`src/sv/vrp_pkg.sv`:
```
// Shared widths, register indexes and sine table generator for the vertex transform.
package vrp_pkg;

    localparam int SINE_TABLE_DEPTH_DEF = 1024;
    localparam int COORD_WIDTH_DEF      = 16;

    localparam int VW    = 16;
    localparam int R1W   = 18;
    localparam int R2W   = 20;
    localparam int R3W   = 22;
    localparam int DPW   = 23;
    localparam int DENW  = 23;
    localparam int NW    = 42;
    localparam int TRW   = 14;
    localparam int ROMW  = 13;
    localparam int ANGW  = 12;
    localparam int FRAC  = 12;
    localparam int SCW   = 14;
    localparam int FW    = 16;

    localparam int CFG_IW = 3;
    localparam int CFG_DW = 16;

    localparam logic [CFG_IW-1:0] REG_ANGLE_X       = 3'd0;
    localparam logic [CFG_IW-1:0] REG_ANGLE_Y       = 3'd1;
    localparam logic [CFG_IW-1:0] REG_ANGLE_Z       = 3'd2;
    localparam logic [CFG_IW-1:0] REG_FOCAL_SCALE   = 3'd3;
    localparam logic [CFG_IW-1:0] REG_CAMERA_DIST   = 3'd4;
    localparam logic [CFG_IW-1:0] REG_SCREEN_WIDTH  = 3'd5;
    localparam logic [CFG_IW-1:0] REG_SCREEN_HEIGHT = 3'd6;

    localparam logic [FW-1:0]  FOCAL_RESET  = 16'd200;
    localparam logic [FW-1:0]  CAMERA_RESET = 16'd16384;
    localparam logic [SCW-1:0] WIDTH_RESET  = 14'd1920;
    localparam logic [SCW-1:0] HEIGHT_RESET = 14'd1080;

    localparam longint unsigned PIHALF_Q30 = 64'd1686629713;
    localparam longint unsigned TAYLOR_DIV [8] = '{
        64'd6, 64'd20, 64'd42, 64'd72, 64'd110, 64'd156, 64'd210, 64'd272
    };

    function automatic logic [ROMW-1:0] taylor_q12(input longint unsigned theta);
        longint unsigned x2;
        longint unsigned term;
        longint unsigned sum;
        x2   = (theta * theta) >> 30;
        term = theta;
        sum  = theta;
        for (int n = 0; n < 8; n++) begin
            term = ((term * x2) >> 30) / TAYLOR_DIV[n];
            if (n[0] == 1'b0) begin
                sum = sum - term;
            end else begin
                sum = sum + term;
            end
        end
        return ROMW'((sum + (64'd1 << 17)) >> 18);
    endfunction

endpackage

```
`src/sv/vrp_proj.sv`:
```
// Depth, focal and screen products and the signed numerators for the perspective divide.
module vrp_proj import vrp_pkg::*; (
    input  logic                   aclk,
    input  logic                   aresetn,
    input  logic                   in_valid,
    output logic                   in_ready,
    input  logic signed [R2W-1:0]  x_in,
    input  logic signed [R3W-1:0]  y_in,
    input  logic signed [R3W-1:0]  z_in,
    input  logic [FW-1:0]          cam_dist,
    input  logic [FW-1:0]          focal,
    input  logic [SCW-1:0]         scr_w,
    input  logic [SCW-1:0]         scr_h,
    output logic                   out_valid,
    input  logic                   out_ready,
    output logic [1:0][NW-1:0]     mag_out,
    output logic [1:0]             neg_out,
    output logic [DENW-1:0]        den_out,
    output logic                   behind_out
);

    localparam int WDW = DPW + SCW + 1;
    localparam int XFW = R2W + FW + 1;
    localparam int YFW = R3W + FW + 1;

    logic [3:0] v_reg, ld;

    assign ld[3] = !v_reg[3] || out_ready;
    assign ld[2] = !v_reg[2] || ld[3];
    assign ld[1] = !v_reg[1] || ld[2];
    assign ld[0] = !v_reg[0] || ld[1];
    assign in_ready = ld[0];

    always_ff @(posedge aclk) begin
        if (!aresetn) begin
            v_reg <= '0;
        end else begin
            if (ld[0]) v_reg[0] <= in_valid;
            if (ld[1]) v_reg[1] <= v_reg[0];
            if (ld[2]) v_reg[2] <= v_reg[1];
            if (ld[3]) v_reg[3] <= v_reg[2];
        end
    end

    logic signed [DPW-1:0] depth0_reg, depth1_reg;
    logic signed [R2W-1:0] x0_reg;
    logic signed [R3W-1:0] y0_reg;
    logic signed [WDW-1:0] wd_reg, hd_reg;
    logic signed [XFW-1:0] xf_reg;
    logic signed [YFW-1:0] yf_reg;
    logic                  beh1_reg, beh2_reg, beh3_reg;
    logic signed [NW-1:0]  nx_reg, ny_reg;
    logic [DENW-1:0]       den2_reg, den3_reg;
    logic [1:0][NW-1:0]    mag_reg;
    logic [1:0]            neg_reg;

    always_ff @(posedge aclk) begin
        if (ld[0]) begin
            depth0_reg <= DPW'(z_in) + DPW'($signed({1'b0, cam_dist}));
            x0_reg     <= x_in;
            y0_reg     <= y_in;
        end
        if (ld[1]) begin
            wd_reg     <= $signed({1'b0, scr_w}) * depth0_reg;
            hd_reg     <= $signed({1'b0, scr_h}) * depth0_reg;
            xf_reg     <= x0_reg * $signed({1'b0, focal});
            yf_reg     <= y0_reg * $signed({1'b0, focal});
            depth1_reg <= depth0_reg;
            beh1_reg   <= depth0_reg[DPW-1] || (depth0_reg == '0);
        end
        if (ld[2]) begin
            nx_reg   <= NW'(wd_reg) + (NW'(xf_reg) <<< 1) + NW'(depth1_reg);
            ny_reg   <= NW'(hd_reg) - (NW'(yf_reg) <<< 1) + NW'(depth1_reg);
            den2_reg <= {depth1_reg[DENW-2:0], 1'b0};
            beh2_reg <= beh1_reg;
        end
        if (ld[3]) begin
            neg_reg[0] <= nx_reg[NW-1];
            neg_reg[1] <= ny_reg[NW-1];
            mag_reg[0] <= nx_reg[NW-1] ? NW'(-nx_reg) : NW'(nx_reg);
            mag_reg[1] <= ny_reg[NW-1] ? NW'(-ny_reg) : NW'(ny_reg);
            den3_reg   <= den2_reg;
            beh3_reg   <= beh2_reg;
        end
    end

    assign out_valid  = v_reg[3];
    assign mag_out    = mag_reg;
    assign neg_out    = neg_reg;
    assign den_out    = den3_reg;
    assign behind_out = beh3_reg;

endmodule

```
`config.mk`:
```
export PLATFORM = sky130hd
export DESIGN_NAME = vrp_proj
export DESIGN_NICKNAME = d
export VERILOG_FILES = /design/src/sv/vrp_pkg.sv /design/src/sv/vrp_proj.sv
export SDC_FILE = /design/constraint.sdc
export NUM_CORES = 2
export LEC_CHECK = 0
export ABC_CLOCK_PERIOD_IN_PS = 7400
export BUFFER_PORTS_ARGS = -buffer_cell sky130_fd_sc_hd__buf_2
export CAP_MARGIN = 20
export CORE_UTILIZATION = 30
export DETAILED_ROUTE_END_ITERATION = 8
export SYNTH_ARGS = -nofsm -noshare
export SYNTH_HDL_FRONTEND = slang
export SYNTH_SLANG_ARGS = --single-unit
export TNS_END_PERCENT = 5
```
`constraint.sdc`:
```
create_clock -name aclk -period 7.4 [get_ports aclk]
set_input_delay 1.11 -clock aclk [delete_from_list [all_inputs] [get_ports aclk]]
set_output_delay 1.11 -clock aclk [all_outputs]
set_load 0.02 [all_outputs]
```
==> qor.yml <==
status: "completed"
crit_required_ps: 7840
die-area_um2: 235500
slew_headroom_pct: 27.78
layout.nets: 9327
synth-simple-area-share_pct: 13.26
synth-seq-cells: 459
rsz0062_at_grt: "false"
antenna_found_initial: 13
cp_top_family: "adder cells"
pin_count: 240
synth_top_cell_area_share_pct: 38.62
dr.pass1.iters: 6
grt_max_degree: 70
die_y_um: 485.3
drtIter0Drc: 3273
fin_util_pct: 33.98
synth_compound_area_share_pct: 6.079
period_needed_ps: 7157
num_rows: 177
met1_usage_pct: 22.04
fp.coreArea_um2: 232300
timing.critical_path.from_type: "flop"
path_max_fanout: 24
synth_top_family_by_area: "adder cells"
htree_levels: 2
final_common_cell: "inv_1"
cts_tree: "yes"
rrSetupSlack_ps: 240
min_path_type: "reg2reg"
hold_viol: 0
first_global_vias: 51970
max_stage_delay_ps: 620
setup_viol: 0
yosys_warnings: 0
synth_top_area_cell: "fa_1"
synth-adder-area-share_pct: 46.94
syn-instance-count: 6997
synthMuxAreaShare_pct: 0.04463
clockBufferDepth: 3
grt_pass1_wl_mm: 297.7
synth.area.top_cells: "fa_1 (39%), edfxtp_1 (19%), inv_1 (8.8%)"
setup.worst_path.end_class: "flop"
clock_sinks: 459
grt_use_total_pct: 16.24
clkLatencyLatePin_ps: 730
worstPathArrival_ps: 7590
grtUsageMet3_pct: 1.835
synth.avg_cell_area_um2: 10.02
wire_per_inst_um: 17.87
place_hpwl_mm: 158.6
tightest_slew_ps: 1073
crit_buf_inv: 7
fmaxAchievable_mhz: 139.7
critPathSlowestCell: "edfxtp_1"
drc_errors: 0
fin_crit_sh_pct: 96.72
synthArstFlopShare_pct: 0
area_growth_pct: 12.63
gp_congestion: 0.9017
ys.flop_type: "edfxtp_1"
synth_cell_types: 74
root_buffer: "clkbuf_16"
hold_buffers: 0
path_cells: "buf_12 > and2_1 > fa_1 > inv_1 > fa_1 > inv_1 > fa_1 > inv_1 > fa_1 > inv_1 > fa_1 > fa_1 > ha_1 > a21o_1 > a211oi_1 > a21boi_0 > o41ai_2 > buf_4 > a21o_1 > a221oi_1 > buf_4 > o311ai_0 > a21oi_1 > xnor2_1"
netlist_area_um2: 70080
final_cell_mix: "inv_1 (1640), fa_1 (1352), nand2_1 (771), and2_1 (675), ha_1 (466)"
crit_top_cell: "fa_1"
path_class: "reg2reg"
numCtsBuffers: 55
via_count: 48670
ant_nets: 0
largest_register_ffs: 84
top_usage_layer: "met2"
clk_pin_slew_worst_paths_ps: 60
gr-total-overflow: 0
synth-xor-area-share_pct: 3.874
slew_viol_final: 0
drive_gt1_share_pct: 9.440
drv_cap: 0
routed_wl_mm: 187.2
chipWidth_um: 485.3
synth_edf_count: 455
start_util_pct: 30.17
port_buffers: 238
avgViaCountPerCell: 4.646
use_met2_pct: 26.74
skew_ps: 83.08
synth-seq-area-share_pct: 19.61
-- area by class of cell --
cell class	count	area [um^2]
clock buffers	62	1403
fillers	23470	153400
diodes	6	15.01
well taps	3043	3807
clock inverters	40	496.7
flip-flops and latches	459	13740
repair buffers	583	4056
multi-input cells	4639	49230
inverters	1643	6177
-- routing by layer --
metal	routed length (um)	part of all wire (%)	vias up
li1	-	-	22110
met1	82870	44	24990
met2	87690	47	1327
met3	9485	5.1	248
met4	7130	3.8	2
met5	17	0.0091	-
-- Yosys cell counts (10+ instances only) --
master / instances
a211oi_1: 19
a21o_1: 99
a21oi_1: 199
a31oi_1: 16
and2_1: 675
and3_1: 22
clkbuf_1: 252
edfxtp_1: 455
fa_1: 1352
ha_1: 466
inv_1: 1642
nand2_1: 773
nand2b_1: 31
nand3_1: 53
nand4_1: 22
nor2_1: 123
nor2b_1: 26
nor3_1: 39
nor4_1: 18
o211ai_1: 10
o21a_1: 35
o21ai_0: 124
o21bai_1: 28
o31ai_1: 34
o41ai_1: 16
or3_1: 17
or4_1: 10
xnor2_1: 248
xor2_1: 62
-- worst paths after layout --
kind / start / cells after the start / end
min reg2reg: den2_reg[18]$_DFFE_PP_ / 0 / den_out[18]$_DFFE_PP_
max reg2reg: depth0_reg[8]$_DFFE_PP_ / 24 / hd_reg[36]$_DFFE_PP_
max: depth0_reg[8]$_DFFE_PP_ / 24 / hd_reg[36]$_DFFE_PP_
min: den2_reg[18]$_DFFE_PP_ / 0 / den_out[18]$_DFFE_PP_
-- per-stage QoR --
stage               cell area, um^2  instances  hold slack, ps  setup WS, ps  setup TNS, ps
finish                        78930      10480           418.2         243.0              0
global route                  78920      10470           426.8         5.621              0
CTS                           78850      10460           419.1         117.9              0
detailed placement            76940      10360           404.5        -337.1          -2149
global placement              76940      10360           407.2        -362.8          -1430
floorplan                     70090       6999           400.3         87.68              0
-- repair_timing --
action,CTS,global route
setup buffers,0,6
gates resized for setup,1,2
setup endpoints to repair,1,8
endpoints found under the hold margin,0,0
-- logic make-up (layout without fill, tap and decap cells) --
group	after synthesis	count (layout)
simple gates	1846	1846
flops	459	459
fa+ha+maj	1818	1818
buf+inv	1901	2328
other cells	1	9
compound gates	659	659
xor+xnor	310	310
mux	3	3
Power is left out: the tool's default activity adds up to more than one toggle a clock period on the data nets, which glitch-free logic cannot reach.
