## src/sv/vrp_pkg.sv

```systemverilog
// Shared widths, register indexes and sine table generator for the vertex transform.
package vrp_pkg;

    localparam int SINE_TABLE_DEPTH_DEF = 1024;
    localparam int COORD_WIDTH_DEF      = 16;

    localparam int VW    = 16;
    localparam int R1W   = 18;
    localparam int R2W   = 20;
    localparam int R3W   = 22;
    localparam int DPW   = 23;
    localparam int DENW  = 23;
    localparam int NW    = 42;
    localparam int TRW   = 14;
    localparam int ROMW  = 13;
    localparam int ANGW  = 12;
    localparam int FRAC  = 12;
    localparam int SCW   = 14;
    localparam int FW    = 16;

    localparam int CFG_IW = 3;
    localparam int CFG_DW = 16;

    localparam logic [CFG_IW-1:0] REG_ANGLE_X       = 3'd0;
    localparam logic [CFG_IW-1:0] REG_ANGLE_Y       = 3'd1;
    localparam logic [CFG_IW-1:0] REG_ANGLE_Z       = 3'd2;
    localparam logic [CFG_IW-1:0] REG_FOCAL_SCALE   = 3'd3;
    localparam logic [CFG_IW-1:0] REG_CAMERA_DIST   = 3'd4;
    localparam logic [CFG_IW-1:0] REG_SCREEN_WIDTH  = 3'd5;
    localparam logic [CFG_IW-1:0] REG_SCREEN_HEIGHT = 3'd6;

    localparam logic [FW-1:0]  FOCAL_RESET  = 16'd200;
    localparam logic [FW-1:0]  CAMERA_RESET = 16'd16384;
    localparam logic [SCW-1:0] WIDTH_RESET  = 14'd1920;
    localparam logic [SCW-1:0] HEIGHT_RESET = 14'd1080;

    localparam longint unsigned PIHALF_Q30 = 64'd1686629713;
    localparam longint unsigned TAYLOR_DIV [8] = '{
        64'd6, 64'd20, 64'd42, 64'd72, 64'd110, 64'd156, 64'd210, 64'd272
    };

    function automatic logic [ROMW-1:0] taylor_q12(input longint unsigned theta);
        longint unsigned x2;
        longint unsigned term;
        longint unsigned sum;
        x2   = (theta * theta) >> 30;
        term = theta;
        sum  = theta;
        for (int n = 0; n < 8; n++) begin
            term = ((term * x2) >> 30) / TAYLOR_DIV[n];
            if (n[0] == 1'b0) begin
                sum = sum - term;
            end else begin
                sum = sum + term;
            end
        end
        return ROMW'((sum + (64'd1 << 17)) >> 18);
    endfunction

endpackage

```

## src/sv/vrp_rot.sv

```systemverilog
// Two-stage plane rotation: registered products, then rounded sum and difference.
module vrp_rot import vrp_pkg::*; #(
    parameter int AW = 16,
    parameter int PW = 16
) (
    input  logic                  aclk,
    input  logic                  aresetn,
    input  logic                  in_valid,
    output logic                  in_ready,
    input  logic signed [AW-1:0]  a_in,
    input  logic signed [AW-1:0]  b_in,
    input  logic signed [PW-1:0]  p_in,
    input  logic signed [TRW-1:0] sin_val,
    input  logic signed [TRW-1:0] cos_val,
    output logic                  out_valid,
    input  logic                  out_ready,
    output logic signed [AW+1:0]  u_out,
    output logic signed [AW+1:0]  v_out,
    output logic signed [PW-1:0]  p_out
);

    localparam int MW = AW + TRW;
    localparam int SW = MW + 1;

    logic v0_reg, v1_reg, ld0, ld1;
    logic signed [MW-1:0] ac_reg, bs_reg, as_reg, bc_reg;
    logic signed [PW-1:0] p0_reg, p1_reg;
    logic signed [AW+1:0] u_reg, v_reg;
    logic signed [SW-1:0] su, sv;

    assign ld1      = !v1_reg || out_ready;
    assign ld0      = !v0_reg || ld1;
    assign in_ready = ld0;

    always_ff @(posedge aclk) begin
        if (!aresetn) begin
            v0_reg <= 1'b0;
            v1_reg <= 1'b0;
        end else begin
            if (ld0) v0_reg <= in_valid;
            if (ld1) v1_reg <= v0_reg;
        end
    end

    assign su = SW'(ac_reg) - SW'(bs_reg) + SW'(1 << (FRAC - 1));
    assign sv = SW'(as_reg) + SW'(bc_reg) + SW'(1 << (FRAC - 1));

    always_ff @(posedge aclk) begin
        if (ld0) begin
            ac_reg <= MW'(a_in) * MW'(cos_val);
            bs_reg <= MW'(b_in) * MW'(sin_val);
            as_reg <= MW'(a_in) * MW'(sin_val);
            bc_reg <= MW'(b_in) * MW'(cos_val);
            p0_reg <= p_in;
        end
        if (ld1) begin
            u_reg  <= (AW+2)'(su >>> FRAC);
            v_reg  <= (AW+2)'(sv >>> FRAC);
            p1_reg <= p0_reg;
        end
    end

    assign out_valid = v1_reg;
    assign u_out     = u_reg;
    assign v_out     = v_reg;
    assign p_out     = p1_reg;

endmodule

```

## config.mk

```make
export PLATFORM = sky130hd
export DESIGN_NAME = vrp_rot
export DESIGN_NICKNAME = d
export VERILOG_FILES = /design/src/sv/vrp_pkg.sv /design/src/sv/vrp_rot.sv
export SDC_FILE = /design/constraint.sdc
export NUM_CORES = 2
export LEC_CHECK = 0
export ABC_AREA = 1
export BUFFER_PORTS_ARGS = -buffer_cell sky130_fd_sc_hd__buf_4
export CORE_AREA = 2 2 273 342
export CTS_BUF_LIST = sky130_fd_sc_hd__clkbuf_2
export DETAILED_ROUTE_END_ITERATION = 10
export DIE_AREA = 0 0 275 344
export GPL_TIMING_DRIVEN = 0
export PLACE_DENSITY = 0.77
export RECOVER_POWER = 100
export SKIP_CTS_REPAIR_TIMING = 1
export SLEW_MARGIN = 20
export SYNTH_ARGS = -nofsm -noshare
export SYNTH_HDL_FRONTEND = slang
export SYNTH_SLANG_ARGS = --single-unit
```

## constraint.sdc

```tcl
create_clock -name aclk -period 9.5 [get_ports aclk]
set_input_delay 2.375 -clock aclk [delete_from_list [all_inputs] [get_ports aclk]]
set_output_delay 2.375 -clock aclk [all_outputs]
set_load 0.05 [all_outputs]
```

==> impl_summary.log <==
INFO  metric type_of_element_launching_the_critical_path = input pin
INFO  metric hold_class = reg2reg
INFO  metric place_worst_setup_slack = 0.396 ns
INFO  metric worst_ep_arrival_time = 9.14 ns
INFO  metric worst_slack = 1.11 ns
INFO  metric fraction_of_the_mapped_netlist_area_in_compound_gates = 3.20%
INFO  metric synth.top_cells.by_count = sky130_fd_sc_hd__inv_1 (1805), sky130_fd_sc_hd__nand2_1 (1671), sky130_fd_sc_hd__fa_1 (876)
INFO  metric via_density = about 5.3
INFO  metric drtIter0Drc = 3411
INFO  metric hold_viol = 0
INFO  metric timing.hold.worst_path_depth = 0
INFO  metric synth.top_cell.area_share = 37.2%
INFO  metric synth_simple_gate_area_share = 19.3%
INFO  metric worst_setup_hold_path_clk_slew = 0.29 ns
INFO  metric synth_cells = 6061
INFO  metric fraction_of_the_yosys_area_taken_by_sequential_cells = around 12%
INFO  metric syn_area_per_cell = 7.77 um2
INFO  metric io-pin-count = roughly 130
INFO  metric route.final.wire_length = 148000 um
INFO  metric detailroute.via_count = 39.0k
INFO  metric grt_pass1_vias = 40.4k
INFO  metric syn_to_final_growth = 4.65%
INFO  metric count_of_buffers_from_port_buffering = 99
INFO  metric postSynth.asyncResetShare = 0%
INFO  metric cts_max_level = 4
INFO  metric synth.distinct_cells = 37
INFO  metric antenna_found_initial = 13
INFO  metric holdWs = 0.444 ns
INFO  metric outcome = finished, violations left
INFO  metric endpoint_of_the_worst_slack_reg_to_reg_timing_path = bs_reg[17]$_DFFE_PP_
INFO  metric numCtsBuffers = 17
INFO  metric r2r-start = out_valid$_SDFFE_PN0P_
INFO  metric synth.most_common_cell = sky130_fd_sc_hd__inv_1
INFO  metric gp_routability_congestion = 1.06
INFO  metric die_h = 344 um
INFO  metric grt_pass1_wl = 226000 um
INFO  metric drt.antenna.violating_nets = 0
INFO  metric timing_worst_setup_path_type = in2reg
INFO  metric synth-edff-count = roughly 190
INFO  metric clock-sinks = 190
INFO  metric fillers = 8708
INFO  metric layout-drive-gt1-share = 1.99%
INFO  metric post-route-period-util = 88.3%
INFO  metric worst_hold_startpoint = p0_reg[0]$_DFFE_PP_
INFO  metric reg2reg_slack = between 5 and 6 ns
INFO  metric fp.coreArea = 0.0912 mm2
INFO  metric synth.yosys.warnings = 0
INFO  metric cp_slowest_cell = sky130_fd_sc_hd__clkinv_1
INFO  metric routedWlPerCell = approximately 20 um
INFO  metric synth-main-ff-cell = sky130_fd_sc_hd__edfxtp_1
INFO  metric post-route-util = between 50 and 60%
INFO  metric finalClockSkew = 0.0553 ns
INFO  metric synthesis_stage_register_bit_count = 190
INFO  metric track_usage = 32.2%
INFO  metric final_net_count = 7532
INFO  metric tritoncts = built
INFO  metric post-synth-top-area-cell = sky130_fd_sc_hd__fa_1
INFO  metric initial_core_util = between 50 and 60%
INFO  metric muxShareOfSynthArea = 0%
INFO  metric max_cap_viol = 3
INFO  metric syn_std_cell_area = 0.0471 mm2
INFO  metric first_pass_iters = 8
INFO  metric synth_xor_xnor_area_share = roughly 1.9%
INFO  metric crit_chain = clkbuf_1, clkinv_1, clkbuf_1, nor2_1, fa_1, fa_1, fa_1, fa_1, fa_1, inv_1, fa_1, inv_1, ha_1, nand2_1, nor2_1, inv_1, nor2_1, and2_0, nand2_1, inv_1, nor2_1, nand3_1, nand2_1
INFO  metric post_synth_main_area_contributors = sky130_fd_sc_hd__fa_1 (37%), sky130_fd_sc_hd__inv_1 (14%), sky130_fd_sc_hd__nand2_1 (13%), sky130_fd_sc_hd__edfxtp_1 (12%), sky130_fd_sc_hd__ha_1 (10%)
INFO  metric final_critical_period = 8.39 ns
INFO  metric die_w = 275 um
INFO  metric die_area = 0.0946 mm2
INFO  metric timing.max_slew.rel_slack = -83.0%
INFO  metric timing_max_transition_violations_final = 119
INFO  metric post_synth_fa_ha_maj_area_fraction = a little under half
INFO  metric fmax = 119 MHz
INFO  metric final-setup-viol-count = 0
INFO  metric max_stage_delay = around 0.77 ns
INFO  metric crit_path_max_fanout = 11
INFO  metric worst_r2r_path_depth = 2
INFO  metric grt.overflow.total = 0
INFO  metric worst_hold_path.endpoint = p_out[0]$_DFFE_PP_
INFO  metric grt_max_degree = 53
INFO  metric worstSetupEndpointType = flip-flop
INFO  metric cts.path.max_buffers = 2
INFO  metric cts.root.buffer_cell = sky130_fd_sc_hd__clkbuf_2
INFO  metric timing.critical_path.mode_cell = sky130_fd_sc_hd__fa_1
INFO  metric worstMarginPinSlew = 2.75 ns
INFO  metric mappedNetlistNets = 7411
INFO  metric synth_top_family_by_area = adder cells
INFO  metric insertion_delay = 1.01 ns
INFO  metric place.detailed.hpwl = around 130000 um
INFO  metric critical_path_required = 10.25 ns
INFO  metric placement_rows = roughly 120
INFO  metric violations = max-capacitance violations, max-slew violations
INFO  metric post-route-drc-count = 0
INFO  metric grt_setup_unrepaired = no
## per-layer routing
layer | global-route usage [%] | vias up | part of all wire, %
met2 | 53.4 | 1757 | 47
met3 | 6.06 | 500 | 8.4
li1 | - | 17800 | -
met5 | 0 | - | 0.033
met4 | 20.0 | 8 | 7.2
met1 | 38.7 | 19000 | 37
## logic make-up (layout without fill, tap and decap cells)
family / count (synthesis) / count (layout)
XOR/XNOR: 100 / 100
buffers and inverters: 1990 / 2124
AO/OA/AOI/OAI: 280 / 280
other: 0 / 6
flip-flops: 190 / 190
AND/OR/NAND/NOR: 2231 / 2231
adder cells (fa/ha/maj): 1270 / 1270
## stage by stage
stage	std cells	instance area [um2]	TNS [ns]
2_1_floorplan	6061	47100	0
3_3_place_gp	7357	49300	-1.89
3_5_place_dp	7360	49400	0
4_1_cts	7392	49600	0
5_1_grt	7395	49300	0
6_report	7398	49300	0
## cell type report
| class | instances | area, um2 | area share, % |
|---|---|---|---|
| repair buffers | 102 | 564 | 1.14 |
| well taps | 1197 | 1500 | 3.04 |
| clock inverters | 14 | 111 | 0.226 |
| multi-input cells | 3881 | 33900 | 68.7 |
| clock buffers | 18 | 90.1 | 0.183 |
| inverters | 1810 | 6790 | 13.8 |
| diodes | 6 | 15.0 | 0.0305 |
| flip-flops and latches | 190 | 5690 | 11.5 |
| plain buffers | 180 | 678 | 1.38 |
## worst max-delay path: cells and delay by family
| kind | cells | cell delay (ns) |
|---|---|---|
| adder cells (fa/ha/maj) | 7 | 3.31 |
| AND/OR/NAND/NOR | 9 | 1.21 |
| buffers and inverters | 7 | 2.25 |
## layout by cell type, fill, tap and decap left out, types with 6 or more instances in the layout
cell	count
sky130_fd_sc_hd__inv_1	1805
sky130_fd_sc_hd__nand2_1	1681
sky130_fd_sc_hd__fa_1	876
sky130_fd_sc_hd__ha_1	394
sky130_fd_sc_hd__nor2_1	231
sky130_fd_sc_hd__clkbuf_1	213
sky130_fd_sc_hd__edfxtp_1	188
sky130_fd_sc_hd__a21oi_1	166
sky130_fd_sc_hd__nand3_1	165
sky130_fd_sc_hd__xor2_1	75
sky130_fd_sc_hd__o21ai_0	73
sky130_fd_sc_hd__nand4_1	66
sky130_fd_sc_hd__o21bai_1	29
sky130_fd_sc_hd__nor3_1	26
sky130_fd_sc_hd__buf_4	26
sky130_fd_sc_hd__xnor2_1	25
sky130_fd_sc_hd__buf_1	24
sky130_fd_sc_hd__clkbuf_2	19
sky130_fd_sc_hd__clkbuf_4	16
sky130_fd_sc_hd__nor2_2	12
sky130_fd_sc_hd__nor3_2	11
sky130_fd_sc_hd__nand2_2	10
sky130_fd_sc_hd__nand3b_1	8
sky130_fd_sc_hd__diode_2	6
sky130_fd_sc_hd__and3_1	6
## how the worst max path moves through the flow
stage	startpoint	end	slack, ns
6_report	sin_val[13]	bs_reg[29]$_DFFE_PP_	1.11
5_1_grt	sin_val[13]	bs_reg[29]$_DFFE_PP_	0.98
4_1_cts	a_in[15]	ac_reg[22]$_DFFE_PP_	1.53
3_5_place_dp	a_in[15]	ac_reg[22]$_DFFE_PP_	0.40
3_3_place_gp	out_ready	in_ready	-1.89
2_1_floorplan	out_ready	in_ready	1.27
Power is left out: the tool's default activity adds up to more than one toggle a clock period on the data nets, which glitch-free logic cannot reach.
