**config.mk**
```make
export PLATFORM = sky130hd
export DESIGN_NAME = vrp_div
export DESIGN_NICKNAME = d
export VERILOG_FILES = /design/src/sv/vrp_pkg.sv /design/src/sv/vrp_div.sv
export SDC_FILE = /design/constraint.sdc
export NUM_CORES = 2
export LEC_CHECK = 0
export BUFFER_PORTS_ARGS = -buffer_cell sky130_fd_sc_hd__buf_2
export CAP_MARGIN = 20
export CORE_MARGIN = 3
export CORE_UTILIZATION = 41
export DETAILED_ROUTE_END_ITERATION = 16
export GPL_ROUTABILITY_DRIVEN = 0
export PLACE_DENSITY = 0.59
export SLEW_MARGIN = 40
export SYNTH_ARGS = -nofsm -noshare
export SYNTH_HDL_FRONTEND = slang
export SYNTH_SLANG_ARGS = --single-unit
```
**constraint.sdc**
```tcl
create_clock -name aclk -period 7.3 [get_ports aclk]
set_clock_uncertainty 0.1 [all_clocks]
set_input_delay 0.73 -clock aclk [delete_from_list [all_inputs] [get_ports aclk]]
set_output_delay 0.73 -clock aclk [all_outputs]
set_load 0.02 [all_outputs]
```
**src/sv/vrp_pkg.sv**
```systemverilog
// Shared widths, register indexes and sine table generator for the vertex transform.
package vrp_pkg;

    localparam int SINE_TABLE_DEPTH_DEF = 1024;
    localparam int COORD_WIDTH_DEF      = 16;

    localparam int VW    = 16;
    localparam int R1W   = 18;
    localparam int R2W   = 20;
    localparam int R3W   = 22;
    localparam int DPW   = 23;
    localparam int DENW  = 23;
    localparam int NW    = 42;
    localparam int TRW   = 14;
    localparam int ROMW  = 13;
    localparam int ANGW  = 12;
    localparam int FRAC  = 12;
    localparam int SCW   = 14;
    localparam int FW    = 16;

    localparam int CFG_IW = 3;
    localparam int CFG_DW = 16;

    localparam logic [CFG_IW-1:0] REG_ANGLE_X       = 3'd0;
    localparam logic [CFG_IW-1:0] REG_ANGLE_Y       = 3'd1;
    localparam logic [CFG_IW-1:0] REG_ANGLE_Z       = 3'd2;
    localparam logic [CFG_IW-1:0] REG_FOCAL_SCALE   = 3'd3;
    localparam logic [CFG_IW-1:0] REG_CAMERA_DIST   = 3'd4;
    localparam logic [CFG_IW-1:0] REG_SCREEN_WIDTH  = 3'd5;
    localparam logic [CFG_IW-1:0] REG_SCREEN_HEIGHT = 3'd6;

    localparam logic [FW-1:0]  FOCAL_RESET  = 16'd200;
    localparam logic [FW-1:0]  CAMERA_RESET = 16'd16384;
    localparam logic [SCW-1:0] WIDTH_RESET  = 14'd1920;
    localparam logic [SCW-1:0] HEIGHT_RESET = 14'd1080;

    localparam longint unsigned PIHALF_Q30 = 64'd1686629713;
    localparam longint unsigned TAYLOR_DIV [8] = '{
        64'd6, 64'd20, 64'd42, 64'd72, 64'd110, 64'd156, 64'd210, 64'd272
    };

    function automatic logic [ROMW-1:0] taylor_q12(input longint unsigned theta);
        longint unsigned x2;
        longint unsigned term;
        longint unsigned sum;
        x2   = (theta * theta) >> 30;
        term = theta;
        sum  = theta;
        for (int n = 0; n < 8; n++) begin
            term = ((term * x2) >> 30) / TAYLOR_DIV[n];
            if (n[0] == 1'b0) begin
                sum = sum - term;
            end else begin
                sum = sum + term;
            end
        end
        return ROMW'((sum + (64'd1 << 17)) >> 18);
    endfunction

endpackage

```
**src/sv/vrp_div.sv**
```systemverilog
// Pipelined restoring divider, one quotient bit per stage, with floor, clamp and flags.
module vrp_div import vrp_pkg::*; #(
    parameter int COORD_WIDTH = COORD_WIDTH_DEF
) (
    input  logic                                aclk,
    input  logic                                aresetn,
    input  logic                                in_valid,
    output logic                                in_ready,
    input  logic [1:0][NW-1:0]                  mag_in,
    input  logic [1:0]                          neg_in,
    input  logic [DENW-1:0]                     den_in,
    input  logic                                behind_in,
    output logic                                out_valid,
    input  logic                                out_ready,
    output logic [1:0][COORD_WIDTH-1:0]         coord_out,
    output logic                                behind_out,
    output logic                                sat_out
);

    localparam int QB = COORD_WIDTH + 1;
    localparam int NS = QB + 2;
    localparam int RW = COORD_WIDTH + 3;
    localparam longint MaxL = (longint'(1) <<< (COORD_WIDTH - 1)) - 1;
    localparam logic signed [RW-1:0] MAXV = RW'(MaxL);
    localparam logic signed [RW-1:0] MINV = RW'(-MaxL - 1);

    logic [NS-1:0] v_reg, ld;

    logic [1:0][DENW-1:0] rem_reg [0:QB];
    logic [1:0][QB-1:0]   lo_reg  [0:QB];
    logic [1:0][QB-1:0]   q_reg   [0:QB];
    logic [1:0]           ovf_reg [0:QB];
    logic [1:0]           neg_reg [0:QB];
    logic [DENW-1:0]      den_reg [0:QB];
    logic                 beh_reg [0:QB];

    assign ld[NS-1] = !v_reg[NS-1] || out_ready;
    for (genvar j = 0; j < NS - 1; j++) begin : g_ld
        assign ld[j] = !v_reg[j] || ld[j+1];
    end
    assign in_ready = ld[0];

    always_ff @(posedge aclk) begin
        if (!aresetn) begin
            v_reg <= '0;
        end else begin
            if (ld[0]) v_reg[0] <= in_valid;
            for (int j = 1; j < NS; j++) begin
                if (ld[j]) v_reg[j] <= v_reg[j-1];
            end
        end
    end

    always_ff @(posedge aclk) begin
        logic [NW-1:0] hi;
        if (ld[0]) begin
            for (int l = 0; l < 2; l++) begin
                hi            = mag_in[l] >> QB;
                ovf_reg[0][l] <= hi >= NW'(den_in);
                rem_reg[0][l] <= hi[DENW-1:0];
                lo_reg[0][l]  <= mag_in[l][QB-1:0];
                q_reg[0][l]   <= '0;
            end
            neg_reg[0] <= neg_in;
            den_reg[0] <= den_in;
            beh_reg[0] <= behind_in;
        end
    end

    for (genvar j = 1; j <= QB; j++) begin : g_step
        always_ff @(posedge aclk) begin
            logic [DENW:0] t;
            logic          ge;
            if (ld[j]) begin
                for (int l = 0; l < 2; l++) begin
                    t  = {rem_reg[j-1][l], lo_reg[j-1][l][QB-1]};
                    ge = t >= {1'b0, den_reg[j-1]};
                    rem_reg[j][l] <= ge ? DENW'(t - {1'b0, den_reg[j-1]}) : t[DENW-1:0];
                    q_reg[j][l]   <= {q_reg[j-1][l][QB-2:0], ge};
                    lo_reg[j][l]  <= lo_reg[j-1][l] << 1;
                end
                ovf_reg[j] <= ovf_reg[j-1];
                neg_reg[j] <= neg_reg[j-1];
                den_reg[j] <= den_reg[j-1];
                beh_reg[j] <= beh_reg[j-1];
            end
        end
    end

    logic [1:0][COORD_WIDTH-1:0] coord_reg;
    logic                        beh_out_reg, sat_reg;

    always_ff @(posedge aclk) begin
        logic signed [RW-1:0] qv;
        logic signed [RW-1:0] rv;
        logic                 sat;
        if (ld[NS-1]) begin
            sat = 1'b0;
            for (int l = 0; l < 2; l++) begin
                qv = $signed(RW'(q_reg[QB][l]));
                rv = neg_reg[QB][l] ? -(qv + RW'(rem_reg[QB][l] != '0)) : qv;
                if (beh_reg[QB]) begin
                    coord_reg[l] <= '0;
                end else if (ovf_reg[QB][l]) begin
                    sat = 1'b1;
                    coord_reg[l] <= neg_reg[QB][l] ? COORD_WIDTH'(MINV) : COORD_WIDTH'(MAXV);
                end else if (rv > MAXV) begin
                    sat = 1'b1;
                    coord_reg[l] <= COORD_WIDTH'(MAXV);
                end else if (rv < MINV) begin
                    sat = 1'b1;
                    coord_reg[l] <= COORD_WIDTH'(MINV);
                end else begin
                    coord_reg[l] <= COORD_WIDTH'(rv);
                end
            end
            sat_reg     <= sat && !beh_reg[QB];
            beh_out_reg <= beh_reg[QB];
        end
    end

    assign out_valid  = v_reg[NS-1];
    assign coord_out  = coord_reg;
    assign behind_out = beh_out_reg;
    assign sat_out    = sat_reg;

endmodule

```
==> reports/qor.csv <==
stage,metric,value,unit
route,antenna_left,0,
cells_and_area,fin_area,0.1240,mm^2
cells_and_area,largest_reg_flops,828,
cts,htree_levels,4,
grt,grt_max_degree,109,
timing,finalCritPeriodShare,0.8223,
yosys,synth.yosys.seq_area_share,0.5368,
hold_path,min_path_type,in2reg,
power,p_per_area,464.3,mW/mm^2
yosys,synth_flop_cell,edfxtp_1,
hold_path,min_path_cells,1,
timing,maxSlewHeadroom,0.3017,
grt,grtUsageTotal,0.2007,
cts,clock_sinks,1974,
placement,portBuffers,149,
cells_and_area,drive_above_1_share,0.1167,
hold_path,min_to,lo_reg[0][24]$_DFFE_PP_,
placement,place_ws,1.521,ns
timing,hold_viol_final,0,
run,drv_cap,0,
route,post_drt_wl_per_cell,21.10,um
timing,report.final.slew_viol_count,0,
timing,setup_ws,1.297,ns
worst_setup_path,timing.rr.start,v_reg[18]$_SDFFE_PN0P_,
worst_setup_path,rrSetupSlack,2.13,ns
cts,cts_inserted_buffers,219,
worst_setup_path,ff2ff_path_depth,11,
yosys,synth.area.top_cells,"edfxtp_1 (53%), ha_1 (9.9%), mux2_2 (4.6%)",
yosys,syn_nets,10280,
floorplan,die-area,0.2747,mm^2
floorplan,start_util,0.4138,
route,vias,74130,
cells_and_area,synthToLayoutAreaGrowth,12.61,%
grt,grt-ovfl-total,0,
yosys,syn-cell-area,0.1101,mm^2
timing,worst_slew_pin_slew,1.047,ns
route,dr.pass1.iters,8,
yosys,synth_enable_flop_cells,1955,
yosys,syn_avg_cell_area,11.88,um^2
worst_setup_path,crit_path_start_kind,register,
grt,antenna_found_initial,15,
worst_setup_path,cp.required,6.47,ns
grt,grt_pass1_wl,428300,um
timing,period_needed,6.003,ns
cts,clock_latency,0.88,ns
cts,postCtsSetupRepairBufs,0,
yosys,yosysUniqueCellTypes,86,
worst_setup_path,path_max_fanout,17,
route,vias_per_cell,5.539,
timing,max_freq,166.6,MHz
yosys,yosysTopAreaCellShare,0.5333,
grt,first_global_vias,72870,
power,peakVddDrop,0.2361,mV
cts,cts-root-buf,clkbuf_16,
yosys,async_reset_ff_frac,0,
floorplan,rows,189,
yosys,ys_ff_latch,1974,
cts,tritoncts,built,
yosys,synth_common_cells,"edfxtp_1 (1955), ha_1 (868), inv_1 (814)",
timing,setup_viol,0,
cts,clock_path_buffers,4,
hold_path,min_from,mag_in[49],
floorplan,die_h,524.1,um
floorplan,io_pins,150,
yosys,syn_inst,9263,
route,wirelength,282300,um
floorplan,die_w,524.1,um
run_status,status,completed,
timing,finalSetupTns,0,ns
placement,dpl-instance-area,0.1156,mm^2
route,drc,0,
worst_setup_path,rr_endpoint,ovf_reg[0][0]$_DFFE_PP_,
floorplan,core,0.2660,mm^2
timing,rsz0062_at_grt,no,
placement,place_inst,12880,
cells_and_area,fin_nets,10690,
placement,dp_hpwl,217200,um
yosys,synth_largest_area_cell,edfxtp_1,
worst_setup_path,endpoint_kind,output pin,
cells_and_area,fin_cells,13380,
yosys,synth.most_common_cell,edfxtp_1,
worst_setup_path,worstPathArrival,5.17,ns
yosys,ys_warn_count,0,
route,drt_iter0_markers,5927,
timing,fin_hold_ws,0.06672,ns
worst_setup_path,path_class,reg2out,
cts,clk_pin_slew,0.06,ns
power,leakage,50.84,nW
## kinds of logic after synthesis
group	share of synthesized area
compound gates	0.1328
fa+ha+maj	0.1048
mux	0.05730
xor+xnor	0.04615
buf+inv	0.03292
flops	0.5368
simple gates	0.08918
## routing by layer
| metal | vias to the layer above | GRT usage | part of all wire |
|---|---|---|---|
| met1 | 35870 | 0.2631 | 0.43 |
| met3 | 509 | 0.02748 | 0.054 |
| met4 | 4 | 0.07071 | 0.038 |
| met5 | - | 0 | 0.00010 |
| met2 | 2179 | 0.3405 | 0.48 |
| li1 | 35570 | - | - |
## final cells by class
| class | instances | area (um^2) |
|---|---|---|
| Antenna cell | 10 | 25.02 |
| Clock buffer | 263 | 5707 |
| Clock inverter | 127 | 1493 |
| Fill cell | 23690 | 142100 |
| Inverter | 816 | 3085 |
| Multi-Input combinational cell | 6341 | 47630 |
| Sequential cell | 1974 | 59090 |
| Tap cell | 3533 | 4420 |
| Timing Repair Buffer | 319 | 2506 |
## how the worst max path moves through the flow
stage               slack [ns]              startpoint  cells past startpoint              endpoint
detailed placement        1.52               out_ready                     11              in_ready
finish                    1.30  v_reg[18]$_SDFFE_PN0P_                     10              in_ready
global route              0.90  v_reg[18]$_SDFFE_PN0P_                     10              in_ready
global placement          1.54               out_ready                     11              in_ready
floorplan                 0.13               out_ready                     10  beh_reg[0]$_DFFE_PP_
CTS                       1.15  v_reg[18]$_SDFFE_PN0P_                     10              in_ready
## where the power goes
part           total (mW)  internal, mW  leakage (nW)  switching, mW
combinational        26.6          12.0          26.8           14.6
clock                11.1          6.59          3.47           4.51
sequential           19.9          17.5          20.6           2.34
## stage by stage
stage	power, mW	utilization
global placement	45.44	0.4341
finish	57.55	0.4659
floorplan	38.96	-
global route	61.40	0.4659
detailed placement	46.17	0.4345
CTS	57.66	0.4655
## what timing repair did
action / in CTS / in global routing
hold buffers: 104 / 0
gates resized for setup: 0 / 0
hold endpoints to repair: 104 / 0
## critical path, cell delays in order, from the launching register on
cell and delay [ns]:
dfxtp_1 0.32, and2b_1 0.25, inv_1 0.09, nor3_1 0.66, and3_1 0.43, and3_1 0.42, and3_1 0.38, and3_1 0.47
and4_1 0.49, nand3_4 0.40, buf_2 0.32
## placed cells by master (no fill, tap or decap), types with 53 or more instances in the layout
master | synthesis | final
or2_2 | 53 | 53
nand4_1 | 87 | 87
o21a_1 | 142 | 142
nand2b_1 | 80 | 80
nand2_1 | 478 | 470
dlygate4sd3_1 | 0 | 104
buf_2 | 34 | 149
and3_1 | 58 | 58
a31oi_1 | 66 | 61
inv_1 | 814 | 806
a211oi_1 | 97 | 97
o21ai_0 | 435 | 434
or3_1 | 83 | 83
a21oi_1 | 654 | 653
nor3_1 | 176 | 176
nand3_1 | 165 | 163
xor2_1 | 186 | 186
xnor2_1 | 394 | 394
a21boi_0 | 54 | 54
o31ai_1 | 88 | 86
nor2b_1 | 117 | 117
o21bai_1 | 81 | 81
o211ai_1 | 55 | 55
ha_1 | 868 | 868
a21o_1 | 293 | 293
mux2i_1 | 95 | 94
clkbuf_16 | 0 | 220
mux2_2 | 453 | 453
edfxtp_1 | 1955 | 1955
nor2_1 | 569 | 569
Power figures use the tool's default switching activity.
